==> src/rtl/sfa_pkg.sv <==
// shared constants, types and coefficient tables for the stft frame analyzer
package sfa_pkg;

    localparam int FRAME_LENGTH = 64;
    localparam int NUM_BINS     = FRAME_LENGTH / 2 + 1;
    localparam int AW           = $clog2(FRAME_LENGTH);
    localparam int CW           = $clog2(FRAME_LENGTH + 1);
    localparam int SAMPLE_W     = 16;
    localparam int HOP_W        = 7;
    localparam int FRAME_W      = 16;
    localparam int BIN_W        = 6;
    localparam int OUT_W        = 24;
    localparam int WIN_W        = 17;
    localparam int TW_W         = 17;
    localparam int XW_W         = SAMPLE_W + WIN_W + 1;
    localparam int PROD_W       = XW_W + TW_W;
    localparam int ACC_W        = PROD_W + AW + 1;
    localparam int HOP_RESET    = 16;

    localparam longint Q30_ONE     = 64'sd1 << 30;
    localparam longint HALF_PI_Q30 = 64'sd1686629713;

    typedef longint div_tab_t [10];
    localparam div_tab_t HS_DIV = '{1, 6, 20, 42, 72, 110, 156, 210, 272, 342};
    localparam div_tab_t HC_DIV = '{1, 2, 12, 30, 56, 90, 132, 182, 240, 306};

    typedef logic [WIN_W-1:0]        win_tab_t [FRAME_LENGTH];
    typedef logic signed [TW_W-1:0]  tw_tab_t  [FRAME_LENGTH];

    typedef struct packed {
        longint c;
        longint s;
    } cs_t;

    typedef struct packed {
        logic                wr_en;
        logic [AW-1:0]       wr_addr;
        logic [SAMPLE_W-1:0] wr_data;
        logic                iss_valid;
        logic [AW-1:0]       rd_addr;
        logic                entry_valid;
        logic [AW-1:0]       n;
        logic [AW-1:0]       tw;
        logic                first;
        logic                last;
        logic                load;
        logic [FRAME_W-1:0]  frame_num;
        logic [BIN_W-1:0]    k;
        logic                last_bin;
    } cmd_t;

    typedef struct packed {
        logic acc_done;
        logic out_free;
    } status_t;

    function automatic longint mul_q30(longint a, longint b);
        return (a * b) / Q30_ONE;
    endfunction

    function automatic cs_t trig_q30(int m, bit use_win);
        longint t, quad, rem, a, x2, hs, hc;
        cs_t r;
        if (use_win) begin
            t    = longint'(m % (FRAME_LENGTH - 1)) * 4;
            quad = t / (FRAME_LENGTH - 1);
            rem  = t - quad * (FRAME_LENGTH - 1);
            a    = (rem * HALF_PI_Q30 + (FRAME_LENGTH - 1) / 2) / (FRAME_LENGTH - 1);
        end else begin
            t    = longint'(m % FRAME_LENGTH) * 4;
            quad = t / FRAME_LENGTH;
            rem  = t - quad * FRAME_LENGTH;
            a    = (rem * HALF_PI_Q30 + FRAME_LENGTH / 2) / FRAME_LENGTH;
        end
        x2 = mul_q30(a, a);
        hs = Q30_ONE;
        hc = Q30_ONE;
        for (int k = 9; k >= 1; k--) begin
            hs = Q30_ONE - mul_q30(x2, hs) / HS_DIV[k];
            hc = Q30_ONE - mul_q30(x2, hc) / HC_DIV[k];
        end
        hs = mul_q30(a, hs);
        case (quad & 3)
            0:       begin r.c = hc;  r.s = hs;  end
            1:       begin r.c = -hs; r.s = hc;  end
            2:       begin r.c = -hc; r.s = -hs; end
            default: begin r.c = hs;  r.s = -hc; end
        endcase
        return r;
    endfunction

    function automatic win_tab_t build_win();
        win_tab_t tab;
        cs_t cs;
        longint h;
        for (int n = 0; n < FRAME_LENGTH; n++) begin
            cs = trig_q30(n, 1'b1);
            h  = (Q30_ONE - cs.c) / 2;
            if (h < 0) h = 0;
            if (h > Q30_ONE) h = Q30_ONE;
            tab[n] = WIN_W'((h + (64'sd1 << 14)) >>> 15);
        end
        return tab;
    endfunction

    function automatic tw_tab_t build_cos();
        tw_tab_t tab;
        cs_t cs;
        for (int n = 0; n < FRAME_LENGTH; n++) begin
            cs     = trig_q30(n, 1'b0);
            tab[n] = TW_W'((cs.c + (64'sd1 << 14)) >>> 15);
        end
        return tab;
    endfunction

    function automatic tw_tab_t build_sin();
        tw_tab_t tab;
        cs_t cs;
        for (int n = 0; n < FRAME_LENGTH; n++) begin
            cs     = trig_q30(n, 1'b0);
            tab[n] = TW_W'((cs.s + (64'sd1 << 14)) >>> 15);
        end
        return tab;
    endfunction

    localparam win_tab_t WIN_TAB = build_win();
    localparam tw_tab_t  COS_TAB = build_cos();
    localparam tw_tab_t  SIN_TAB = build_sin();

endpackage

==> src/rtl/sfa_ctrl.sv <==
// stream counters, hop register and frame sequencer
module sfa_ctrl (
    input  logic                            aclk,
    input  logic                            aresetn,
    input  logic                            s_tvalid,
    output logic                            s_tready,
    input  logic [sfa_pkg::SAMPLE_W-1:0]    sample,
    input  logic                            restart,
    input  logic                            cfg_wr_en,
    input  logic [sfa_pkg::HOP_W-1:0]       cfg_wr_data,
    input  sfa_pkg::status_t                status,
    output sfa_pkg::cmd_t                   cmd
);
    import sfa_pkg::*;

    localparam logic [1:0] ST_IDLE  = 2'd0;
    localparam logic [1:0] ST_RUN   = 2'd1;
    localparam logic [1:0] ST_FLUSH = 2'd2;
    localparam logic [1:0] ST_LOAD  = 2'd3;

    localparam logic [CW-1:0] L_C    = CW'(FRAME_LENGTH);
    localparam logic [CW-1:0] HALF_C = CW'(FRAME_LENGTH / 2);
    localparam logic [AW-1:0] LAST_N = AW'(FRAME_LENGTH - 1);
    localparam logic [AW-1:0] LAST_K = AW'(FRAME_LENGTH / 2);

    logic [1:0]         state_reg, state_next;
    logic [HOP_W-1:0]   hop_reg;
    logic [AW-1:0]      wptr_reg, wptr_next;
    logic [CW-1:0]      fill_reg, fill_next;
    logic [CW-1:0]      pad_reg, pad_next;
    logic [HOP_W-1:0]   phase_reg, phase_next;
    logic [FRAME_W-1:0] frame_reg, frame_next;
    logic [AW-1:0]      base_reg, base_next;
    logic [AW-1:0]      n_reg, n_next;
    logic [AW-1:0]      k_reg, k_next;
    logic [AW-1:0]      tw_reg, tw_next;

    logic               accept;
    logic               take;
    logic [CW-1:0]      fill_cur, pad_cur;
    logic [HOP_W-1:0]   phase_cur;
    logic [FRAME_W-1:0] frame_cur;
    logic [HOP_W-1:0]   hop_eff;
    logic [HOP_W:0]     phase_inc;
    logic [AW:0]        addr_sum, tw_sum;
    logic [CW:0]        valid_sum;

    assign s_tready = (state_reg == ST_IDLE);
    assign accept   = s_tvalid && s_tready;

    assign fill_cur  = restart ? '0 : fill_reg;
    assign pad_cur   = restart ? HALF_C : pad_reg;
    assign phase_cur = restart ? '0 : phase_reg;
    assign frame_cur = restart ? '0 : frame_reg;
    assign hop_eff   = (hop_reg == '0) ? HOP_W'(1) : hop_reg;
    assign phase_inc = {1'b0, phase_cur} + 1'b1;

    assign addr_sum  = {1'b0, base_reg} + {1'b0, n_reg};
    assign tw_sum    = {1'b0, tw_reg} + {1'b0, k_reg};
    assign valid_sum = {2'b00, n_reg} + {1'b0, fill_reg};

    always_comb begin
        fill_next  = fill_reg;
        pad_next   = pad_reg;
        phase_next = phase_reg;
        frame_next = frame_reg;
        wptr_next  = wptr_reg;
        base_next  = base_reg;
        n_next     = n_reg;
        k_next     = k_reg;
        tw_next    = tw_reg;
        state_next = state_reg;
        take       = 1'b0;

        cmd             = '0;
        cmd.wr_addr     = wptr_reg;
        cmd.wr_data     = sample;
        cmd.rd_addr     = (addr_sum >= (AW+1)'(FRAME_LENGTH)) ?
                          AW'(addr_sum - (AW+1)'(FRAME_LENGTH)) : addr_sum[AW-1:0];
        cmd.entry_valid = (valid_sum >= {1'b0, L_C});
        cmd.n           = n_reg;
        cmd.tw          = tw_reg;
        cmd.first       = (n_reg == '0);
        cmd.last        = (n_reg == LAST_N);
        cmd.frame_num   = frame_reg;
        cmd.k           = BIN_W'(k_reg);
        cmd.last_bin    = (k_reg == LAST_K);

        unique case (state_reg)
            ST_IDLE: begin
                if (accept) begin
                    cmd.wr_en  = 1'b1;
                    wptr_next  = (wptr_reg == LAST_N) ? '0 : wptr_reg + 1'b1;
                    fill_next  = (fill_cur < L_C) ? fill_cur + 1'b1 : fill_cur;
                    frame_next = frame_cur;
                    if (pad_cur < L_C) begin
                        pad_next   = pad_cur + 1'b1;
                        take       = (pad_next == L_C);
                        phase_next = take ? '0 : phase_cur;
                    end else begin
                        pad_next   = pad_cur;
                        take       = (phase_inc >= {1'b0, hop_eff});
                        phase_next = take ? '0 : phase_inc[HOP_W-1:0];
                    end
                    if (take) begin
                        base_next  = wptr_next;
                        n_next     = '0;
                        k_next     = '0;
                        tw_next    = '0;
                        state_next = ST_RUN;
                    end
                end
            end
            ST_RUN: begin
                cmd.iss_valid = 1'b1;
                n_next  = n_reg + 1'b1;
                tw_next = (tw_sum >= (AW+1)'(FRAME_LENGTH)) ?
                          AW'(tw_sum - (AW+1)'(FRAME_LENGTH)) : tw_sum[AW-1:0];
                if (n_reg == LAST_N) begin
                    state_next = ST_FLUSH;
                end
            end
            ST_FLUSH: begin
                if (status.acc_done) begin
                    state_next = ST_LOAD;
                end
            end
            ST_LOAD: begin
                if (status.out_free) begin
                    cmd.load = 1'b1;
                    n_next   = '0;
                    tw_next  = '0;
                    if (k_reg == LAST_K) begin
                        frame_next = frame_reg + 1'b1;
                        state_next = ST_IDLE;
                    end else begin
                        k_next     = k_reg + 1'b1;
                        state_next = ST_RUN;
                    end
                end
            end
            default: state_next = ST_IDLE;
        endcase
    end

    always_ff @(posedge aclk) begin
        if (!aresetn) begin
            state_reg <= ST_IDLE;
            hop_reg   <= HOP_W'(HOP_RESET);
            wptr_reg  <= '0;
            fill_reg  <= '0;
            pad_reg   <= HALF_C;
            phase_reg <= '0;
            frame_reg <= '0;
            base_reg  <= '0;
            n_reg     <= '0;
            k_reg     <= '0;
            tw_reg    <= '0;
        end else begin
            state_reg <= state_next;
            if (cfg_wr_en) begin
                hop_reg <= cfg_wr_data;
            end
            wptr_reg  <= wptr_next;
            fill_reg  <= fill_next;
            pad_reg   <= pad_next;
            phase_reg <= phase_next;
            frame_reg <= frame_next;
            base_reg  <= base_next;
            n_reg     <= n_next;
            k_reg     <= k_next;
            tw_reg    <= tw_next;
        end
    end
endmodule

==> config.mk <==
export PLATFORM = sky130hd
export DESIGN_NAME = sfa_ctrl
export DESIGN_NICKNAME = d
export VERILOG_FILES = /design/src/rtl/sfa_pkg.sv /design/src/rtl/sfa_ctrl.sv
export SDC_FILE = /design/constraint.sdc
export NUM_CORES = 1
export LEC_CHECK = 0
export BUFFER_PORTS_ARGS = -buffer_cell sky130_fd_sc_hd__buf_2
export CAP_MARGIN = 40
export CELL_PAD_IN_SITES_DETAIL_PLACEMENT = 1
export CELL_PAD_IN_SITES_GLOBAL_PLACEMENT = 1
export CORE_MARGIN = 5
export CORE_UTILIZATION = 37
export DETAILED_ROUTE_END_ITERATION = 8
export PLACE_DENSITY_LB_ADDON = 0.1
export SYNTH_ARGS = -nofsm -noshare
export SYNTH_HDL_FRONTEND = slang
export SYNTH_SLANG_ARGS = --single-unit
==> constraint.sdc <==
create_clock -name aclk -period 4.35 [get_ports aclk]
set_clock_uncertainty 0.15 [all_clocks]
set_input_delay 1.0875 -clock aclk [delete_from_list [all_inputs] [get_ports aclk]]
set_output_delay 1.0875 -clock aclk [all_outputs]
set_load 0.005 [all_outputs]
Yosys cells after proc, flatten, opt, wreduce, memory -nomap -nowiden
Cells that the tools add are included.

operators by class
  add/sub/neg operators = 12
  magnitude comparators = 6
  eq/ne operators = 15
  muxes and demuxes = 40
  reductions and logical operators = 12

operators by type and width
  operator                                                                              count
  16-bit two-way mux                                                                    4
  7-bit two-way mux                                                                     9
  6-bit two-way mux                                                                     8
  6-bit one-hot mux with 3 select lines                                                 2
  16-bit one-hot mux with 2 select lines                                                1
  6-bit by 1-bit adder with 6-bit output (second input constant)                        3
  6-bit equality test (second input constant)                                           3
  16-bit by 1-bit adder with 16-bit output (second input constant)                      1
  5-bit AND reduction                                                                   3
  6-bit by 6-bit adder with 7-bit output                                                2
  7-bit by 1-bit adder with 7-bit output (second input constant)                        2
  7-bit greater-or-equal comparator (second input constant)                             2
  7-bit less-than comparator (second input constant)                                    2
  6-bit one-hot mux with 2 select lines                                                 1
  6-bit by 1-bit subtractor with 6-bit output (second input constant)                   2
  2-bit two-way mux                                                                     5
  2-bit != test (second input constant)                                                 5
  1-bit two-way mux                                                                     9
  6-bit by 7-bit adder with 8-bit output                                                1
  7-bit by 1-bit adder with 8-bit output (second input constant)                        1
  8-bit by 7-bit greater-or-equal comparator with 1-bit output                          1
  8-bit by 7-bit greater-or-equal comparator with 1-bit output (second input constant)  1
  2-bit one-hot mux with 4 select lines                                                 1
  7-bit equality test (second input constant)                                           1
  other kinds (12)                                                                      15

storage, ports and cells
  register bits after elaboration = 76
  input port bits = 30
  output and inout bits = 70
  word-level logic and storage cells = 96

Logic depth before layout (Yosys ltp)
Gate-level depths: netlist (run 1).

  depth after elaboration = 9
  gate-level depth with buffers = 16

Least setup slack after synthesis (run 1)
OpenSTA, ideal clock, no wires.

  kind = input to register
  start = input port restart
  end = register n_reg[4]
  data arrival time = 4.053 ns
  path slack = 0.013 ns
  cell stages on the path = 15
  path buffers = 3
  cell sequence = buf_2 -> buf_1 -> clkbuf_1 -> nor2b_1 -> ha_1 -> and3_1 -> nand3_1 -> xor2_1 -> nor2_1 -> ha_1 -> a211o_1 -> a41o_1 -> o211a_1 -> o211ai_1 -> o22ai_1

on the way
  word-level cells in the longest chain between the ends = 8

RTL lines
  item                                                                                                 RTL line                         text
  start, declared                                                                                      sfa_ctrl.sv:8                    input logic restart,
  7-bit two-way mux, on equally long branches                                                          sfa_ctrl.sv:53, sfa_ctrl.sv:52
  7-bit by 1-bit adder with 8-bit output or 7-bit by 1-bit adder with 7-bit output (tied branches)     sfa_ctrl.sv:56, sfa_ctrl.sv:97
  8-bit by 7-bit greater-or-equal comparator with 1-bit output or 7-bit equality test (tied branches)  sfa_ctrl.sv:102, sfa_ctrl.sv:98
  1-bit two-way mux (*)                                                                                sfa_ctrl.sv:96                   if (pad_cur < L_C) begin
  1-bit two-way mux (*)                                                                                sfa_ctrl.sv:91                   if (accept) begin
  1-bit two-way mux (*)                                                                                sfa_ctrl.sv:89                   unique case (state_reg)
  2-bit by 1-bit != test with 1-bit output (no line) (*)                                               n/a
  4-bit AND reduction (no line) (*)                                                                    n/a
  end signal, assigned                                                                                 sfa_ctrl.sv:170                  n_reg <= n_next;
  end, declared                                                                                        sfa_ctrl.sv:34                   logic [AW-1:0] n_reg, n_next;

Mark *: on every way between the ends. The rest lies on a longest branch, timed or not. The select of a mux whose other input is x is not followed.
A chain may end at the register's enable or synchronous reset.

Final worst setup path (run 1)
Ends and elaborated chain as after synthesis.

==> flow_summary.toml, run 1 <==
[run_status]
status = "completed"

[yosys]
netlist-cell-type-count = 61
synthFlopType = "dfxtp_1"
synth_area_per_cell_sq_um = 8.238
synth-edff-count = 0
synth_nets = 646
async_reset_ff_frac = 0
yosys_register_bits = 76
syn_area_sq_um = 4737
netlist_instances = 575
synth.yosys.warnings = 0
ys_seq_area_frac = 0.3212

[drt]
wirelength_microns = 13230
vias = 4347
antenna_left = 0
first_iter_violations = 154
vias_per_cell = 5.447
wl_per_cell_microns = 16.58
drt_pre_antenna_iters = 4
post-route-drc-count = 0

[sta]
tightest_slew_ns = 0.8126
fin_tns_setup_ns = 0
max_clock_freq_ghz = 0.2521
hold_ws_ns = 0.3339
min_period_ns = 3.966
rsz0062_at_grt = "no"
slew_headroom = 0.4583
hold_viol = 0
setup_violations = 0
finalCritPeriodShare = 0.9118
maxSlewViolCount = 0

[die]
die_area_sq_um = 15170
die_w_microns = 123.2
ios = 100
chipHeight_microns = 123.2
start_util = 0.3769
coreArea_sq_um = 12570
rows = 41

[grt]
grt_overflow = 0
grt_max_degree = 36
grt_util_all_layers = 0.1786
grt_pass1_wl_microns = 21780
antenna_found_initial = 0
grt_pass1_vias = 4444

[setup_path]
slowest_stage = "o211ai_1"
max_stage_delay_ns = 0.49
critical_path.max_fanout = 6
rrSetupSlack_ns = 0.89
path_class = "input port to flip-flop"
crit_path_frequent_cell = "ha_1"
worst_ep_required_time_ns = 4.39
worstSetupStartpointType = "input port"
arrival_ns = 4.01
critPathCaptureType = "flip-flop"
cp_cell_sequence = "buf_2 -> nor2b_1 -> ha_1 -> and3_1 -> nand3_1 -> xor2_1 -> nor2_1 -> ha_1 -> a211o_1 -> a41o_1 -> o211a_1 -> o211ai_1 -> o22ai_1"

[final_layout]
final_nets = 692
largest_reg_flops = 16
drive_above_1_share = 0.1597
area_growth_pct = 14.24
diodes = 0
n_fill_cell = 1569

[clock_network]
post_cts_resized = 0
clkTransAtPathRegs_ns = 0.06
max-clock-path-buffers = 2
cts_sinks = 76
h-tree-depth = 3
cts_hold_buffers = 0
clk_latency_ns = 0.33
cts_buffers = 9
cts_root_buf = "clkbuf_16"
cts_tree = "yes"
cts_setup_buffers = 0

[flow_run]
drv_cap = 0

[power_and_ir_drop]
total_power_mw = 1.916
p_leak_nw = 2.309
powerDensity_nw_per_um2 = 354.1
ir_worst_vdd_mv = 0.2453

[place]
io_buffers = 67
gp_congestion = 0.7986
hpwlAfterDp_microns = 9885

[worst_hold_path]
min_path_type = "flip-flop to flip-flop"
## metrics by stage
step	utilization	instance area [sq um]	setup WS (ns)	instances
3_5_place_dp	0.4091	5141	0.03884	782
6_report	0.4306	5411	0.3838	798
5_1_grt	0.4306	5411	0.1878	798
4_1_cts	0.4306	5411	0.3897	798
3_3_place_gp	0.4091	5141	0.1644	782
2_1_floorplan	-	4737	0.01324	575
## critical path, delay by kind of cell
kind	cells	cell delay [ns]
fa+ha+maj	2	0.48
compound gates	5	1.47
simple gates	4	0.66
xor+xnor	1	0.15
buf+inv	1	0.13
## area by class of cell
class                           instances  area (sq um)  area share
Multi-Input combinational cell        423          2861      0.5288
Sequential cell                        76          1521      0.2812
Timing Repair Buffer                   75         407.9     0.07538
Clock buffer                           11         242.7     0.04486
Tap cell                              172         215.2     0.03977
Inverter                               36         135.1     0.02497
Clock inverter                          5         27.53    0.005087
## routing by layer
metal  vias up  track usage  wire length [microns]
met2        65       0.3170                   6554
li1       2138            -                      -
met5         -            0                      0
met3        19      0.02973                    500
met4         0      0.05190                    158
met1      2125       0.2219                   6019
## cell usage in the layout (no fill, tap or decap), drive strengths merged, types with 11 or more instances in the layout
cell type and n:
dfxtp 76, nand2 41, xor2 15, xnor2 14, buf 75, clkbuf 11, o2111ai 11, o21ai 24
ha 38, nand3 24, a21oi 37, mux2i 14, inv 35, o211ai 13, nor2 68
## cell families (layout without fill, tap and decap cells)
| logic type | count (synthesis) | after routing | share of synthesized area |
|---|---|---|---|
| muxes | 15 | 15 | 0.03196 |
| adders and majority gates | 41 | 41 | 0.1130 |
| buffers and inverters | 76 | 127 | 0.07475 |
| xor gates and xnor gates | 29 | 29 | 0.05362 |
| and+or+nand+nor | 198 | 198 | 0.2050 |
| DFF | 76 | 76 | 0.3212 |
| AOI/OAI and AO/OA | 140 | 140 | 0.2005 |
## cell usage after synthesis, types with 3 or more instances
cell | n | area share
a211o_1 | 3 | 0.0055
a211oi_1 | 4 | 0.0063
a21o_1 | 5 | 0.0079
a21oi_1 | 37 | 0.039
a221oi_1 | 5 | 0.0092
a22oi_1 | 9 | 0.014
and2_1 | 5 | 0.0066
and3_1 | 6 | 0.0079
buf_1 | 4 | 0.0032
buf_2 | 4 | 0.0042
buf_4 | 17 | 0.027
clkbuf_1 | 15 | 0.012
dfxtp_1 | 76 | 0.32
fa_1 | 3 | 0.013
ha_1 | 38 | 0.10
inv_1 | 35 | 0.028
mux2i_1 | 14 | 0.030
nand2_1 | 40 | 0.032
nand2b_1 | 3 | 0.0040
nand3_1 | 24 | 0.025
nand4_1 | 6 | 0.0079
nor2_1 | 68 | 0.054
nor2b_1 | 8 | 0.011
nor3_1 | 9 | 0.0095
nor3b_1 | 3 | 0.0048
nor4_1 | 3 | 0.0040
o2111ai_1 | 11 | 0.020
o211ai_1 | 13 | 0.021
o21a_1 | 3 | 0.0048
o21ai_0 | 23 | 0.024
o22ai_1 | 7 | 0.0092
or3_1 | 9 | 0.012
xnor2_1 | 14 | 0.026
xor2_1 | 15 | 0.028
## final timing paths
check / startpoint / end / cells after the start
worst min register to register: pad_reg[1] / pad_reg[1] / 2
worst min-delay path: pad_reg[1] / pad_reg[1] / 2
worst max register to register: phase_reg[0] / n_reg[4] / 12
worst max-delay path: restart / n_reg[4] / 13
## report_power, final
part / total, mW / leakage [nW] / internal [mW] / switching (mW)
combinational: 0.476 / 1.56 / 0.154 / 0.322
clock: 0.684 / 0.135 / 0.398 / 0.286
sequential: 0.757 / 0.615 / 0.724 / 0.0323
(Power assumes the default switching activity.)
==> run 2, diff against run 1 <==
- CORE_ASPECT_RATIO: not set -> 1.25
==> run 2 against run 1 <==
Worst hold slack gained 0.010 ns. First-iteration DRC count grew 53%. Flip-flop and latch count is the same. Sequential power is essentially flat. Critical endpoint is now phase_reg[2].
==> flow_summary.toml, run 2 (same netlist as run 1, synthesis figures left out) <==
[drt]
dr_wl_met2_microns = 6836
wirelength_microns = 13430
drt_pre_antenna_iters = 4
antenna_left = 0
vias_per_cell = 5.475
vias = 4353
m1WireLength_microns = 5916
wl_per_cell_microns = 16.89
dr_wl_met3_microns = 360
post-route-drc-count = 0
routed.top_layer = "met4"
first_iter_violations = 235

[setup_path]
rrSetupSlack_ns = 0.80
critPathCaptureType = "flip-flop"
worst_ep_required_time_ns = 4.48
timing.rr.start = "phase_reg[0]"
ff2ff_path_depth = 12
worstReg2RegEnd = "phase_reg[2]"
worstSetupStartpointType = "input port"
path_class = "input port to flip-flop"
critical_path.max_fanout = 7
arrival_ns = 4.16

[worst_hold_path]
hold_end = "hop_reg[5]"
min_path_type = "flip-flop to flip-flop"
hold_depth = 2
worst_hold_startpoint = "hop_reg[5]"

[die]
coreArea_sq_um = 12600
start_util = 0.3758
chipHeight_microns = 136.5
ios = 100
rows = 46
die_w_microns = 111.2
die_area_sq_um = 15180

[sta]
finalCritPeriodShare = 0.9263
rsz0062_at_grt = "no"
maxSlewViolCount = 0
max_clock_freq_ghz = 0.2482
fin_tns_setup_ns = 0
min_period_ns = 4.029
tightest_slew_ns = 0.9033
setup_violations = 0
hold_viol = 0
slew_headroom = 0.3931

[clock_network]
clkTransAtPathRegs_ns = 0.06
post_cts_resized = 0
cts_tree = "yes"
h-tree-depth = 3
cts_root_buf = "clkbuf_16"
cts_buffers = 9
cts_setup_buffers = 0
max-clock-path-buffers = 2
clk_latency_ns = 0.35
cts_sinks = 76
cts_hold_buffers = 0

[place]
placed_area_sq_um = 5151
dp.cells = 780
hpwlAfterDp_microns = 9989
io_buffers = 67
gp_congestion = 0.8157

[final_layout]
multi_input_area_sq_um = 2861
drive_above_1_share = 0.1595
finish.instance_area_sq_um = 5421
largest_reg_flops = 16
layout.cells.non_filler = 795
post-route-util = 0.4301
most-common-layout-cells = "dfxtp_1 (76), nor2_1 (68), buf_2 (67), nand2_1 (40), ha_1 (38)"
n_fill_cell = 1544
area_growth_pct = 14.45
layout_commonest_cell = "dfxtp_1"
diodes = 0
final_nets = 694
register_area_sq_um = 1521

[power_and_ir_drop]
p_leak_nw = 2.318
ir_worst_vdd_mv = 0.1887
powerDensity_nw_per_um2 = 358.0

[grt]
antenna_found_initial = 0
grt_overflow = 0
grt_pass1_vias = 4486
grt_util_all_layers = 0.1817
grt_max_degree = 41
grt_pass1_wl_microns = 22490

[run_status]
status = "completed"

[flow_run]
drv_cap = 0
==> run 2: cell types whose count changed in the layout (fill, tap and decap cells not counted), sizes merged <==
cell,previous run,this run
clkbuf,11,13
clkinvlp,1,0
buf,75,77
clkinv,5,3
==> run 2: layout make-up <==
cell class                 instances  area share
clock buffer                      13     0.04800
tap                              168     0.03877
sequential                        76      0.2806
clock inverter                     2    0.001846
timing repair buffer              77     0.07801
inverter                          36     0.02493
multi-input combinational        423      0.5278
==> run 2: where the power goes <==
group / total (mW) / internal [mW] / switching, mW
combinational: 0.476 / 0.157 / 0.319
clock: 0.707 / 0.413 / 0.294
sequential: 0.758 / 0.724 / 0.0336
==> run 2: worst max-delay path: stages <==
cell and delay (ns):
buf_2 0.14, nor2b_1 0.20, ha_1 0.22, and3_1 0.20, nand3_1 0.10, xor2_1 0.15, nor2_1 0.13, ha_1 0.28
a211o_1 0.27, a41o_1 0.27, nor3_1 0.71, o21ai_0 0.22, a21oi_1 0.17
==> run 2: routing by layer <==
layer	track usage	vias to the layer above
met2	0.3307	67
met3	0.02256	23
met1	0.2142	2131
met4	0.08114	0
met5	0	-
li1	-	2132
==> run 2: stage by stage <==
step / total power, mW / worst slack, ns / hold WS, ns
finish: 1.941 / 0.3206 / 0.3442
CTS: 1.970 / 0.3956 / 0.3487
global route: 2.049 / 0.1447 / 0.3710
global placement: 1.236 / 0.1689 / 0.3074
floorplan: 1.097 / 0.01324 / 0.2905
detailed placement: 1.250 / 0.03005 / 0.3255
==> run 2: worst max-delay path by stage <==
| stage | slack (ns) | endpoint | from |
|---|---|---|---|
| finish | 0.32 | phase_reg[2] | restart |
| global route | 0.14 | phase_reg[2] | restart |
| CTS | 0.40 | phase_reg[2] | restart |
| detailed placement | 0.03 | phase_reg[2] | restart |
| global placement | 0.17 | phase_reg[2] | restart |
| floorplan | 0.01 | n_reg[4] | restart |
